[src/sv/mbrtu_pkg.sv]
// Package for the Modbus RTU master frame engine.
// Holds operation, status and function codes, the job record and the CRC-16 step.
// No dependencies.
package mbrtu_pkg;

    // Input operation codes
    localparam logic [1:0] OP_READ  = 2'd0;
    localparam logic [1:0] OP_WRITE = 2'd1;
    localparam logic [1:0] OP_BYTE  = 2'd2;
    localparam logic [1:0] OP_TICK  = 2'd3;

    // Result status codes
    localparam logic [1:0] ST_OK         = 2'd0;
    localparam logic [1:0] ST_CRC        = 2'd1;
    localparam logic [1:0] ST_TIMEOUT    = 2'd2;
    localparam logic [1:0] ST_INCOMPLETE = 2'd3;

    // Output kind codes
    localparam logic KIND_TX     = 1'b0;
    localparam logic KIND_RESULT = 1'b1;

    // Modbus function codes
    localparam logic [7:0] FN_READ  = 8'h03;
    localparam logic [7:0] FN_WRITE = 8'h06;

    // Response lengths
    localparam logic [3:0] RESP_LEN_READ  = 4'd7;
    localparam logic [3:0] RESP_LEN_WRITE = 4'd8;

    // CRC-16 (reflected)
    localparam logic [15:0] CRC_INIT = 16'hFFFF;
    localparam logic [15:0] CRC_POLY = 16'hA001;

    localparam logic [15:0] TIMEOUT_RESET = 16'd400;
    localparam logic [15:0] TICK_MAX      = 16'hFFFF;

    // Job queue between front and back
    localparam int JOBQ_DEPTH = 4;
    localparam int JOBQ_AW    = 2;
    localparam int JOBQ_CW    = 3;

    typedef enum logic {
        JOB_REQ = 1'b0,
        JOB_RES = 1'b1
    } job_kind_t;

    // One unit of work for the back end: a request frame or a transaction result
    typedef struct packed {
        job_kind_t   kind;
        logic        is_write;
        logic [7:0]  slave;
        logic [15:0] addr;
        logic [15:0] word;     // request data word or register count, or result value
        logic [1:0]  status;
    } job_t;

    // One byte through the CRC-16 register, bit-serial over eight steps
    function automatic logic [15:0] crc_feed(input logic [15:0] crc_in,
                                             input logic [7:0]  data);
        logic [15:0] c;
        c = crc_in ^ {8'h00, data};
        for (int b = 0; b < 8; b++) begin
            if (c[0])
                c = (c >> 1) ^ CRC_POLY;
            else
                c = c >> 1;
        end
        return c;
    endfunction

endpackage

[src/sv/mbrtu_front.sv]
// Front end: takes input items, tracks the response in flight and the timeout,
// and queues request and result jobs. Depends on mbrtu_pkg.
module mbrtu_front
(
    input  logic               clk,
    input  logic               rst_n,
    input  logic               cfg_we,
    input  logic [15:0]        cfg_wdata,
    input  logic               accept,
    input  logic [1:0]         operation,
    input  logic [7:0]         slave_addr,
    input  logic [15:0]        reg_addr,
    input  logic [15:0]        reg_value,
    input  logic [7:0]         rx_byte,
    output logic               job_push,
    output mbrtu_pkg::job_t    job
);

    typedef enum logic {
        PH_IDLE,
        PH_WAIT
    } phase_t;

    phase_t      phase_reg,    phase_next;
    logic        is_write_reg, is_write_next;
    logic [3:0]  expect_reg,   expect_next;
    logic [3:0]  recv_reg,     recv_next;
    logic [15:0] crc_reg,      crc_next;
    logic [7:0]  crc_low_reg,  crc_low_next;
    logic [15:0] capt_reg,     capt_next;
    logic [15:0] wval_reg,     wval_next;
    logic [15:0] tick_reg,     tick_next;
    logic [15:0] timeout_reg,  timeout_next;

    logic [4:0]  pos_plus2;
    logic [15:0] tick_inc;
    logic        wr_cmd;

    // Item decode and state update
    always_comb
    begin
        phase_next    = phase_reg;
        is_write_next = is_write_reg;
        expect_next   = expect_reg;
        recv_next     = recv_reg;
        crc_next      = crc_reg;
        crc_low_next  = crc_low_reg;
        capt_next     = capt_reg;
        wval_next     = wval_reg;
        tick_next     = tick_reg;
        timeout_next  = cfg_we ? cfg_wdata : timeout_reg;
        job_push      = 1'b0;
        job           = '0;
        pos_plus2     = {1'b0, recv_reg} + 5'd2;
        tick_inc      = (tick_reg != mbrtu_pkg::TICK_MAX) ? tick_reg + 16'd1 : tick_reg;
        wr_cmd        = (operation == mbrtu_pkg::OP_WRITE);

        if (accept)
        begin
            unique case (operation) inside
                mbrtu_pkg::OP_READ, mbrtu_pkg::OP_WRITE:
                begin
                    // new request: any pending transaction is dropped
                    job_push      = 1'b1;
                    job.kind      = mbrtu_pkg::JOB_REQ;
                    job.is_write  = wr_cmd;
                    job.slave     = slave_addr;
                    job.addr      = reg_addr;
                    job.word      = wr_cmd ? reg_value : 16'd1;
                    phase_next    = PH_WAIT;
                    is_write_next = wr_cmd;
                    expect_next   = wr_cmd ? mbrtu_pkg::RESP_LEN_WRITE
                                           : mbrtu_pkg::RESP_LEN_READ;
                    recv_next     = 4'd0;
                    crc_next      = mbrtu_pkg::CRC_INIT;
                    crc_low_next  = 8'd0;
                    capt_next     = 16'd0;
                    wval_next     = wr_cmd ? reg_value : 16'd0;
                    tick_next     = 16'd0;
                end
                mbrtu_pkg::OP_BYTE:
                begin
                    if (phase_reg == PH_WAIT)
                    begin
                        if (pos_plus2 < {1'b0, expect_reg})
                            crc_next = mbrtu_pkg::crc_feed(crc_reg, rx_byte);
                        else if (pos_plus2 == {1'b0, expect_reg})
                            crc_low_next = rx_byte;
                        if (recv_reg == 4'd3)
                            capt_next = {rx_byte, capt_reg[7:0]};
                        else if (recv_reg == 4'd4)
                            capt_next = {capt_reg[15:8], rx_byte};
                        recv_next = recv_reg + 4'd1;
                        // response complete: check trailing CRC
                        if (recv_next >= expect_reg)
                        begin
                            phase_next = PH_IDLE;
                            job_push   = 1'b1;
                            job.kind   = mbrtu_pkg::JOB_RES;
                            if ({rx_byte, crc_low_reg} == crc_reg)
                            begin
                                job.status = mbrtu_pkg::ST_OK;
                                job.word   = is_write_reg ? wval_reg : capt_reg;
                            end
                            else
                            begin
                                job.status = mbrtu_pkg::ST_CRC;
                            end
                        end
                    end
                end
                mbrtu_pkg::OP_TICK:
                begin
                    if (phase_reg == PH_WAIT)
                    begin
                        tick_next = tick_inc;
                        if (tick_inc >= timeout_reg)
                        begin
                            phase_next = PH_IDLE;
                            job_push   = 1'b1;
                            job.kind   = mbrtu_pkg::JOB_RES;
                            job.status = (recv_reg == 4'd0) ? mbrtu_pkg::ST_TIMEOUT
                                                            : mbrtu_pkg::ST_INCOMPLETE;
                        end
                    end
                end
                default:
                begin
                    phase_next = phase_reg;
                end
            endcase
        end
    end

    // State registers
    always_ff @(posedge clk or negedge rst_n)
    begin
        if (!rst_n)
        begin
            phase_reg    <= PH_IDLE;
            is_write_reg <= 1'b0;
            expect_reg   <= 4'd0;
            recv_reg     <= 4'd0;
            crc_reg      <= mbrtu_pkg::CRC_INIT;
            crc_low_reg  <= 8'd0;
            capt_reg     <= 16'd0;
            wval_reg     <= 16'd0;
            tick_reg     <= 16'd0;
            timeout_reg  <= mbrtu_pkg::TIMEOUT_RESET;
        end
        else
        begin
            phase_reg    <= phase_next;
            is_write_reg <= is_write_next;
            expect_reg   <= expect_next;
            recv_reg     <= recv_next;
            crc_reg      <= crc_next;
            crc_low_reg  <= crc_low_next;
            capt_reg     <= capt_next;
            wval_reg     <= wval_next;
            tick_reg     <= tick_next;
            timeout_reg  <= timeout_next;
        end
    end

endmodule

[src/sv/mbrtu_jobq.sv]
// Short job queue between front and back ends.
// Depends on mbrtu_pkg.
module mbrtu_jobq
(
    input  logic               clk,
    input  logic               rst_n,
    input  logic               push,
    input  mbrtu_pkg::job_t    push_job,
    input  logic               pop,
    output mbrtu_pkg::job_t    head,
    output logic               full,
    output logic               empty
);

    mbrtu_pkg::job_t                 mem_reg [mbrtu_pkg::JOBQ_DEPTH];
    logic [mbrtu_pkg::JOBQ_AW-1:0]   wr_ptr_reg, wr_ptr_next;
    logic [mbrtu_pkg::JOBQ_AW-1:0]   rd_ptr_reg, rd_ptr_next;
    logic [mbrtu_pkg::JOBQ_CW-1:0]   count_reg,  count_next;
    logic                            do_push, do_pop;

    // Flags and pointer update
    always_comb
    begin
        full        = (count_reg == mbrtu_pkg::JOBQ_CW'(mbrtu_pkg::JOBQ_DEPTH));
        empty       = (count_reg == '0);
        do_push     = push && !full;
        do_pop      = pop && !empty;
        wr_ptr_next = do_push ? wr_ptr_reg + 1'b1 : wr_ptr_reg;
        rd_ptr_next = do_pop ? rd_ptr_reg + 1'b1 : rd_ptr_reg;
        count_next  = count_reg;
        if (do_push && !do_pop)
            count_next = count_reg + 1'b1;
        else if (do_pop && !do_push)
            count_next = count_reg - 1'b1;
        head        = mem_reg[rd_ptr_reg];
    end

    // Storage
    always_ff @(posedge clk)
    begin
        if (do_push)
            mem_reg[wr_ptr_reg] <= push_job;
    end

    // Pointers
    always_ff @(posedge clk or negedge rst_n)
    begin
        if (!rst_n)
        begin
            wr_ptr_reg <= '0;
            rd_ptr_reg <= '0;
            count_reg  <= '0;
        end
        else
        begin
            wr_ptr_reg <= wr_ptr_next;
            rd_ptr_reg <= rd_ptr_next;
            count_reg  <= count_next;
        end
    end

endmodule

[src/sv/mbrtu_back.sv]
// Back end: expands request jobs into eight frame bytes with running CRC, passes
// results through, and holds the output register. Depends on mbrtu_pkg.
module mbrtu_back
(
    input  logic               clk,
    input  logic               rst_n,
    input  mbrtu_pkg::job_t    head,
    input  logic               q_empty,
    output logic               q_pop,
    input  logic               pop,
    output logic               empty,
    output logic               kind,
    output logic [7:0]         tx_byte,
    output logic               last_byte,
    output logic [1:0]         status,
    output logic [15:0]        result_value
);

    typedef enum logic {
        BK_IDLE,
        BK_SEND
    } bk_state_t;

    bk_state_t        state_reg, state_next;
    mbrtu_pkg::job_t  job_reg,   job_next;
    logic [2:0]       idx_reg,   idx_next;
    logic [15:0]      crc_reg,   crc_next;
    logic             ovalid_reg, ovalid_next;
    logic             kind_reg,  kind_next;
    logic [7:0]       tx_reg,    tx_next;
    logic             last_reg,  last_next;
    logic [1:0]       status_reg, status_next;
    logic [15:0]      value_reg, value_next;

    mbrtu_pkg::job_t  src;
    logic [2:0]       idx;
    logic [15:0]      crc_cur;
    logic [7:0]       byte_sel;
    logic             load;

    // Frame byte generation and output register control
    always_comb
    begin
        src         = (state_reg == BK_SEND) ? job_reg : head;
        idx         = (state_reg == BK_SEND) ? idx_reg : 3'd0;
        crc_cur     = (state_reg == BK_SEND) ? crc_reg : mbrtu_pkg::CRC_INIT;
        load        = ((state_reg == BK_SEND) || !q_empty) && (!ovalid_reg || pop);

        case (idx)
            3'd0:    byte_sel = src.slave;
            3'd1:    byte_sel = src.is_write ? mbrtu_pkg::FN_WRITE : mbrtu_pkg::FN_READ;
            3'd2:    byte_sel = src.addr[15:8];
            3'd3:    byte_sel = src.addr[7:0];
            3'd4:    byte_sel = src.word[15:8];
            3'd5:    byte_sel = src.word[7:0];
            3'd6:    byte_sel = crc_cur[7:0];
            default: byte_sel = crc_cur[15:8];
        endcase

        state_next  = state_reg;
        job_next    = job_reg;
        idx_next    = idx_reg;
        crc_next    = crc_reg;
        q_pop       = 1'b0;
        ovalid_next = ovalid_reg && !pop;
        kind_next   = kind_reg;
        tx_next     = tx_reg;
        last_next   = last_reg;
        status_next = status_reg;
        value_next  = value_reg;

        if (load)
        begin
            ovalid_next = 1'b1;
            if (src.kind == mbrtu_pkg::JOB_RES)
            begin
                // result passes straight through
                q_pop       = 1'b1;
                kind_next   = mbrtu_pkg::KIND_RESULT;
                tx_next     = 8'd0;
                last_next   = 1'b0;
                status_next = src.status;
                value_next  = (src.status == mbrtu_pkg::ST_OK) ? src.word : 16'd0;
            end
            else
            begin
                kind_next   = mbrtu_pkg::KIND_TX;
                tx_next     = byte_sel;
                last_next   = (idx == 3'd7);
                status_next = mbrtu_pkg::ST_OK;
                value_next  = 16'd0;
                if (idx < 3'd6)
                    crc_next = mbrtu_pkg::crc_feed(crc_cur, byte_sel);
                if (state_reg == BK_IDLE)
                begin
                    q_pop      = 1'b1;
                    job_next   = head;
                    state_next = BK_SEND;
                    idx_next   = 3'd1;
                end
                else if (idx == 3'd7)
                begin
                    state_next = BK_IDLE;
                end
                else
                begin
                    idx_next = idx_reg + 3'd1;
                end
            end
        end
    end

    // State and output registers
    always_ff @(posedge clk or negedge rst_n)
    begin
        if (!rst_n)
        begin
            state_reg  <= BK_IDLE;
            job_reg    <= '0;
            idx_reg    <= 3'd0;
            crc_reg    <= mbrtu_pkg::CRC_INIT;
            ovalid_reg <= 1'b0;
            kind_reg   <= 1'b0;
            tx_reg     <= 8'd0;
            last_reg   <= 1'b0;
            status_reg <= 2'd0;
            value_reg  <= 16'd0;
        end
        else
        begin
            state_reg  <= state_next;
            job_reg    <= job_next;
            idx_reg    <= idx_next;
            crc_reg    <= crc_next;
            ovalid_reg <= ovalid_next;
            kind_reg   <= kind_next;
            tx_reg     <= tx_next;
            last_reg   <= last_next;
            status_reg <= status_next;
            value_reg  <= value_next;
        end
    end

    assign empty        = !ovalid_reg;
    assign kind         = kind_reg;
    assign tx_byte      = tx_reg;
    assign last_byte    = last_reg;
    assign status       = status_reg;
    assign result_value = value_reg;

endmodule

[src/sv/modbus_rtu_master_frame_engine_unit.sv]
// Top level of the Modbus RTU master frame engine.
// Depends on mbrtu_pkg, mbrtu_front, mbrtu_jobq and mbrtu_back.
//
// Channel   Handshake           Payload
// input     push / full         operation, slave_addr, reg_addr, reg_value, rx_byte
// result    empty / pop         kind, tx_byte, last_byte, status, result_value
// config    cfg_we              cfg_wdata (timeout_ticks)
//
// One input item is taken per cycle while the four-entry job queue has room.
// A request leaves as eight frame bytes, emitted by the back end one byte per
// cycle while the result port is not stalled, with a byte-wide CRC step; a result
// leaves as one item. Reset is asynchronous and leaves the block ready at once. A
// stalled result port backs up the job queue and then raises full.
module modbus_rtu_master_frame_engine_unit
(
    input  logic        clk,
    input  logic        rst_n,
    input  logic        cfg_we,
    input  logic [15:0] cfg_wdata,
    input  logic        push,
    output logic        full,
    input  logic [1:0]  operation,
    input  logic [7:0]  slave_addr,
    input  logic [15:0] reg_addr,
    input  logic [15:0] reg_value,
    input  logic [7:0]  rx_byte,
    output logic        empty,
    input  logic        pop,
    output logic        kind,
    output logic [7:0]  tx_byte,
    output logic        last_byte,
    output logic [1:0]  status,
    output logic [15:0] result_value
);

    mbrtu_pkg::job_t  front_job;
    mbrtu_pkg::job_t  q_head;
    logic             q_push;
    logic             q_pop;
    logic             q_full;
    logic             q_empty;
    logic             accept;

    // Input transaction accepted
    assign accept = push && !q_full;
    assign full   = q_full;

    mbrtu_front u_front
    (
        .clk        (clk),
        .rst_n      (rst_n),
        .cfg_we     (cfg_we),
        .cfg_wdata  (cfg_wdata),
        .accept     (accept),
        .operation  (operation),
        .slave_addr (slave_addr),
        .reg_addr   (reg_addr),
        .reg_value  (reg_value),
        .rx_byte    (rx_byte),
        .job_push   (q_push),
        .job        (front_job)
    );

    mbrtu_jobq u_jobq
    (
        .clk      (clk),
        .rst_n    (rst_n),
        .push     (q_push),
        .push_job (front_job),
        .pop      (q_pop),
        .head     (q_head),
        .full     (q_full),
        .empty    (q_empty)
    );

    mbrtu_back u_back
    (
        .clk          (clk),
        .rst_n        (rst_n),
        .head         (q_head),
        .q_empty      (q_empty),
        .q_pop        (q_pop),
        .pop          (pop),
        .empty        (empty),
        .kind         (kind),
        .tx_byte      (tx_byte),
        .last_byte    (last_byte),
        .status       (status),
        .result_value (result_value)
    );

`ifndef SYNTHESIS
    // Front never queues a job into a full queue
    a_no_push_full: assert property (@(posedge clk) disable iff (!rst_n)
        !(q_push && q_full))
        else $error("job pushed into full queue");

    // Back never takes from an empty queue
    a_no_pop_empty: assert property (@(posedge clk) disable iff (!rst_n)
        !(q_pop && q_empty))
        else $error("job popped from empty queue");

    // A result item carries no frame byte and no end-of-frame mark
    a_result_clean: assert property (@(posedge clk) disable iff (!rst_n)
        (!empty && kind == mbrtu_pkg::KIND_RESULT) |-> (tx_byte == 8'd0 && !last_byte))
        else $error("result item carries frame byte data");

    // The final frame byte is followed by a new job or an idle back end
    a_last_then_result_or_first: assert property (@(posedge clk) disable iff (!rst_n)
        (!empty && pop && last_byte) |=> (empty || kind == mbrtu_pkg::KIND_RESULT
                                          || !last_byte))
        else $error("two end-of-frame bytes in a row");
`endif

endmodule
[config.mk]
export PLATFORM = sky130hd
export DESIGN_NAME = modbus_rtu_master_frame_engine_unit
export DESIGN_NICKNAME = d
export VERILOG_FILES = /design/src/sv/mbrtu_pkg.sv /design/src/sv/mbrtu_front.sv /design/src/sv/mbrtu_jobq.sv /design/src/sv/mbrtu_back.sv /design/src/sv/modbus_rtu_master_frame_engine_unit.sv
export SDC_FILE = /design/constraint.sdc
export NUM_CORES = 1
export LEC_CHECK = 0
export ABC_AREA = 0
export BUFFER_PORTS_ARGS = -buffer_cell sky130_fd_sc_hd__buf_2
export CORE_ASPECT_RATIO = 1.4
export CORE_MARGIN = 8
export CORE_UTILIZATION = 62
export CTS_BUF_LIST = sky130_fd_sc_hd__clkbuf_4 sky130_fd_sc_hd__clkbuf_8
export DETAILED_ROUTE_END_ITERATION = 10
export PLACE_DENSITY = 0.91
export SLEW_MARGIN = 10
export SYNTH_ARGS = -nofsm -noshare
export SYNTH_HDL_FRONTEND = slang
export SYNTH_SLANG_ARGS = --single-unit
[constraint.sdc]
create_clock -name clk -period 6.58 [get_ports clk]
set_clock_uncertainty 0.2 [all_clocks]
set_input_delay 0.658 -clock clk [delete_from_list [all_inputs] [get_ports clk]]
set_output_delay 0.658 -clock clk [all_outputs]
set_load 0.03 [all_outputs]
# Word-level counts from Yosys, hierarchy flattened
# Memory sizes are Yosys's and may differ from the RTL's.
# Index checks and enable logic that the tools add are counted.
# Widths: inputs -> output; s select.
# totals
regBits	197
ram_bits	176
inputBits	71
out_inout_bits	30
elab_cells	252
n_memories	1
# memory_table
name	words	word_bits	rd	rd_clocked_by_memory_dff	wr	line	source
u_jobq.mem_reg	4	44	1	0	1	mbrtu_jobq.sv:15	mbrtu_pkg::job_t mem_reg [mbrtu_pkg::JOBQ_DEPTH];
# op_classes
add_sub_neg	8
n_lt_le_gt_ge	4
eq_ne	25
muxes	131
bitwise_logic	19
reduce_logical	36
# ops
cell	count
$mux 16	78
$pmux 16 s2	4
$mux 44	2
$pmux 8 s7	1
$not 2->3	16
$mux 8	5
$mux 18	2
$xor 16x8->16	2
$mux 25	1
$mux 1	21
$mux 3	6
$add 16x1->16 const B	1
$eq 16x16->1	1
$ge 16x16->1	1
$ne 16x16->1 const B	1
$pmux 8 s2	1
$eq 3x3->1 const B	5
$ne 2x2->1 const B	7
$reduce_and 3->1	4
$reduce_and 5->1	2
$mux 4	2
$pmux 4 s2	1
$reduce_and 4->1	2
$logic_and 1x1->1	7
other kinds (30)	50

# Longest topological paths before layout
# depth
word_depth	48
ltp_mapped	23

# Modules after synthesis
# From an unflattened synthesis, not the netlist that was laid out.
# hier_totals
hier_cells	1379
hier_area_um2	17356.6
# by_module_without_submodules
mod	n_inst	cells_per_inst	area_each_um2
mbrtu_jobq	1	266	6834.1
mbrtu_front	1	668	5758.0
mbrtu_back	1	444	4750.8
modbus_rtu_master_frame_engine_unit	1	1	13.8

# Worst setup path before layout
# Ideal clock, no wire load.
# synth_timing
path_type	register -> register
from	reg u_front.tick_reg[6]
to	mem u_jobq.mem_reg[0][0] (netlist name), enable pin
setup_time_ns	0.451
t_arrival_ns	5.215
t_required_ns	5.929
setup_slack_ns	0.714
path_stages_with_launch	16
path_buffers	2
path_cell_list	dfrtp_1 > clkbuf_1 > and4_1 > and2_1 > nand3_1 > or3_1 > clkbuf_1 > and2_1 > and3_1 > xor2_1 > ha_1 > nand4_1 > nor4_1 > a21oi_1 > o21ba_2 > nor2b_1
# synth_via
elab_chain_cells	10
# synth_rtl
element	line	source
start, declared	mbrtu_front.sv:32	logic [15:0] tick_reg, tick_next;
start signal, assigned	mbrtu_front.sv:161	tick_reg <= tick_next;
$add 16x1->16 or $ne 16x16->1 (tied branches)	mbrtu_front.sv:55	tick_inc = (tick_reg != mbrtu_pkg::TICK_MAX) ? tick_reg + 16'd1 : tick_reg;
$mux 16 *	mbrtu_front.sv:55	
$ge 16x16->1 *	mbrtu_front.sv:117	if (tick_inc >= timeout_reg)
$mux 1 *	mbrtu_front.sv:117	
$mux 1 *	mbrtu_front.sv:114	if (phase_reg == PH_WAIT)
$pmux 1 s3 *	mbrtu_front.sv:60	unique case (operation) inside
$mux 1 *	mbrtu_front.sv:58	if (accept)
$logic_and 1x1->1 *	mbrtu_jobq.sv:26	do_push = push && !full;
$mux 1 *	mbrtu_jobq.sv:41	if (do_push)
$mux 1 (not written as such) *	mbrtu_jobq.sv:42	mem_reg[wr_ptr_reg] <= push_job;
end, declared	mbrtu_jobq.sv:15	
# Mark *: on every way between the ends. The rest lies on a longest branch, timed or not.

# Worst setup path after layout
# layout_timing
from	reg u_front.tick_reg[6]
to	reg u_jobq.count_reg[1] (netlist name)
# layout_lines
element	line	source
$add 16x1->16 or $ne 16x16->1 (tied branches)	mbrtu_front.sv:55	
$mux 16 *	mbrtu_front.sv:55	
$ge 16x16->1 *	mbrtu_front.sv:117	
$mux 1 *	mbrtu_front.sv:117	
$mux 1 *	mbrtu_front.sv:114	
$pmux 1 s3 *	mbrtu_front.sv:60	
$mux 1 *	mbrtu_front.sv:58	
$logic_and 1x1->1 *	mbrtu_jobq.sv:26	
named net u_jobq.do_push	mbrtu_jobq.sv:19	logic do_push, do_pop;
$logic_and 1x1->1 *	mbrtu_jobq.sv:31	if (do_push && !do_pop)
$mux 3 *	mbrtu_jobq.sv:31	
named net u_jobq.count_next (one bit)	mbrtu_jobq.sv:18	logic [mbrtu_pkg::JOBQ_CW-1:0] count_reg, count_next;
end signal, assigned	mbrtu_jobq.sv:58	count_reg <= count_next;
end, declared	mbrtu_jobq.sv:18	
# Mark *: on every way through the listed nets, which the timed path passes. The rest lies on a longest branch.
# A chain may end at the register's enable or synchronous reset.

==> out/metrics.csv <==
metric,value,unit
switching_share,36.1,%
p_leak,7.95,nW
synthAdderAreaFrac,2.59,%
syn-num-nets,1497,
cp.buffers_inverters,2,
die_area,33400,µm²
numPortBuffers,100,
synthTopCellsByCount,"edfxtp_1 (176), dfrtp_1 (159), nand2_1 (149), nor2_1 (104), o21ai_0 (100)",
fin_crit,5.40,ns
dr.pass1.iters,6,
area_growth,11.9,%
arrival,5.67,ns
grt_pass1_vias,12200,
status,"complete, no violations",
max_stage_delay,0.58,ns
grt_use_total,24.6,%
drv_cap,0,
synth_top_area_share,30.7,%
routed_via_density,6.14,
grt_pass1_wl,64400,µm
yosysTopAreaCell,edfxtp_1,
power.internal,5.65,mW
grt_max_degree,117,
synthFlopType,edfxtp_1,
fp-row-count,72,
cts-root-buf,clkbuf_8,
synth-xor-area-share,4.15,%
worstPathRequired,6.85,ns
rsz0062_at_grt,false,
synth.most_common_cell,edfxtp_1,
comb_power_share,38.0,%
clockBufferDepth,3,
period_share,82.1,%
endpoint_kind,flip-flop,
finalSetupViolations,0,
io-pin-count,101,
crit_chain,and4_1 -> and2_1 -> nand3_1 -> or3_1 -> and2_1 -> and3_1 -> xor2_1 -> ha_1 -> a21o_1 -> a21o_1 -> a21oi_1 -> o21ai_0 -> a21oi_1 -> o21ba_2 -> inv_1 -> ha_1 -> inv_1 -> fa_1 -> mux2_2,
power.density,459,nW/µm²
antenna_found_initial,1,
crit_fanout,11,
route.detailed.drc,0,
ys_seq_area_share,59.1,%
holdCritPathClass,input pin to flip-flop,
crit_path_top_delay_cell,or3_1,
synth_top_family_by_area,multiplexers,
core,27500,µm²
holdWs,0.0607,ns
cts_tree,yes,
fp.dieH,213,µm
p_switching,3.19,mW
async_reset_ff_share,52.4,%
routed_wl,40000,µm
syn_inst,1391,
clk_latency,0.61,ns
start_util,62.7,%
via_count,11700,
fmax,185,MHz
cts_buffers,53,
finalSetupTns,0,ns
hold_violations,0,
fin_util,70.1,%
drv_slew,0,
p_clk_share,23.2,%
p_seq_share,38.8,%
gp_congestion,0.928,
vdd_ir_drop_max,326,µV
synth-edff-count,176,
synth_simple_gate_area_share,10.9,%
largest_reg_flops,176,
synth_compound_area_share,9.38,%
critical_path_class,flip-flop to flip-flop,
die_x,157,µm
clk_pin_slew_worst_paths,0.07,ns
yosysUniqueCellTypes,75,
post_drt_wl_per_cell,21.1,µm
muxShareOfSynthArea,11.1,%
numClockSinks,370,
diodes,0,
cpLargestDelayFamily,simple AND/OR/NAND/NOR gates,
num-nets-final,1590,
syn-cell-area,17200,µm²
crit_path_start_kind,flip-flop,
ys_ff_latch,370,
tightest_slew,1.25,ns
yosysWarningCount,0,
dp_hpwl,27200,µm
cts_max_level,2,
yosys-top-cells-area,"edfxtp_1 (31%), dfrtp_1 (23%), mux4_2 (5.6%)",
drive_above_1_share,23.9,%
drtIter0Drc,804,
overflow,0,
relSlewSlack,16.1,%
syn_avg_cell_area,12.4,µm²
ant_nets,0,
## kinds of logic (layout without fill, tap and decap cells)
logic type	Yosys count	in the layout
AOI/OAI and AO/OA	258	258
xor gates and xnor gates	79	79
adders and majority gates	35	35
buffers and inverters	115	253
DFF	370	370
muxes	129	129
and+or+nand+nor	405	405
## worst paths after layout
check                                         start                       to  slack (ns)  depth (start not counted)
worst max-delay path            u_front.tick_reg[6]      u_jobq.count_reg[1]        1.18                         19
worst min-delay path                   cfg_wdata[9]   u_front.timeout_reg[9]        0.06                          3
worst max register to register  u_front.tick_reg[6]      u_jobq.count_reg[1]        1.18                         19
worst min register to register  u_front.wval_reg[6]      u_front.wval_reg[6]        0.27                          2
max in group asynchronous                     rst_n  u_back.result_value[15]        4.69                          3
min in group asynchronous                     rst_n   u_front.timeout_reg[9]        0.45                          2
## cell usage in the layout, fill, tap and decap left out, types with 5 or more instances in the layout
cell | Yosys | routed
buf_4 | 4 | 18
clkbuf_8 | 0 | 61
inv_1 | 33 | 32
a22oi_1 | 18 | 18
clkinv_2 | 0 | 11
mux2i_1 | 28 | 28
and3_1 | 34 | 34
a21o_1 | 10 | 10
ha_1 | 34 | 34
edfxtp_1 | 176 | 176
xnor2_1 | 58 | 58
a21oi_1 | 49 | 49
dfstp_2 | 35 | 35
nor2b_1 | 13 | 8
nor2_1 | 104 | 103
a31oi_1 | 21 | 21
nand3_1 | 37 | 37
buf_2 | 12 | 99
nand4_1 | 9 | 9
nand2b_1 | 10 | 10
nor3_1 | 9 | 9
clkbuf_4 | 0 | 7
a22o_1 | 14 | 14
o22ai_1 | 7 | 6
and2_1 | 9 | 9
dfrtp_1 | 159 | 157
nor4_1 | 5 | 5
mux4_2 | 43 | 43
bufinv_16 | 0 | 7
or3_1 | 7 | 7
mux2_2 | 57 | 57
o21ai_0 | 100 | 100
nand2_1 | 149 | 149
xor2_1 | 19 | 19
clkinv_1 | 0 | 13
## worst reg2reg max path: cells and delay by family (launching register included)
family | cells | cell delay (ns)
DFF | 1 | 0.47
and+or+nand+nor | 6 | 1.71
buffers and inverters | 2 | 0.17
xor gates and xnor gates | 1 | 0.15
adders and majority gates | 3 | 0.94
AOI/OAI and AO/OA | 6 | 1.38
muxes | 1 | 0.28
## routing by layer
metal | vias to the layer above | part of all wire [%] | global-route usage [%]
li1 | 5253 | - | -
met1 | 5784 | 37 | 28.9
met2 | 491 | 51 | 42.4
met3 | 135 | 6.6 | 4.27
met4 | 2 | 5.2 | 13.4
met5 | - | 0.027 | 0
## layout make-up
cell class / count / area [µm²]
well taps: 370 / 463
fillers: 1736 / 8210
flip-flops and latches: 370 / 10200
clock buffers: 67 / 878
inverters: 33 / 124
clock inverters: 33 / 338
multi-input cells: 906 / 6610
repair buffers: 120 / 674
## repair_timing
item | CTS | global route
buffers inserted | 0 | 0
hold endpoints to repair | 58 | 0
hold buffers | 1 | 0
resized for setup | 0 | 0
## stage by stage
step,setup WS (ns),cell area (µm²),power (mW),std cells
floorplan,0.714,17200,5.91,1391
global placement,1.36,18000,6.57,1798
detailed placement,1.23,18000,6.78,1798
CTS,1.22,19300,8.85,1899
global route,0.865,19300,9.31,1899
finish,1.18,19300,8.84,1899
## power groups by stage
| stage | combinational [mW] | clock [mW] | sequential [mW] |
|---|---|---|---|
| floorplan | 2.55 | 0 | 3.36 |
| global placement | 3.16 | 0 | 3.40 |
| detailed placement | 3.32 | 0 | 3.46 |
| CTS | 3.35 | 2.08 | 3.42 |
| global route | 3.66 | 2.18 | 3.47 |
| finish | 3.36 | 2.05 | 3.43 |
Power figures use the tool's default switching activity.
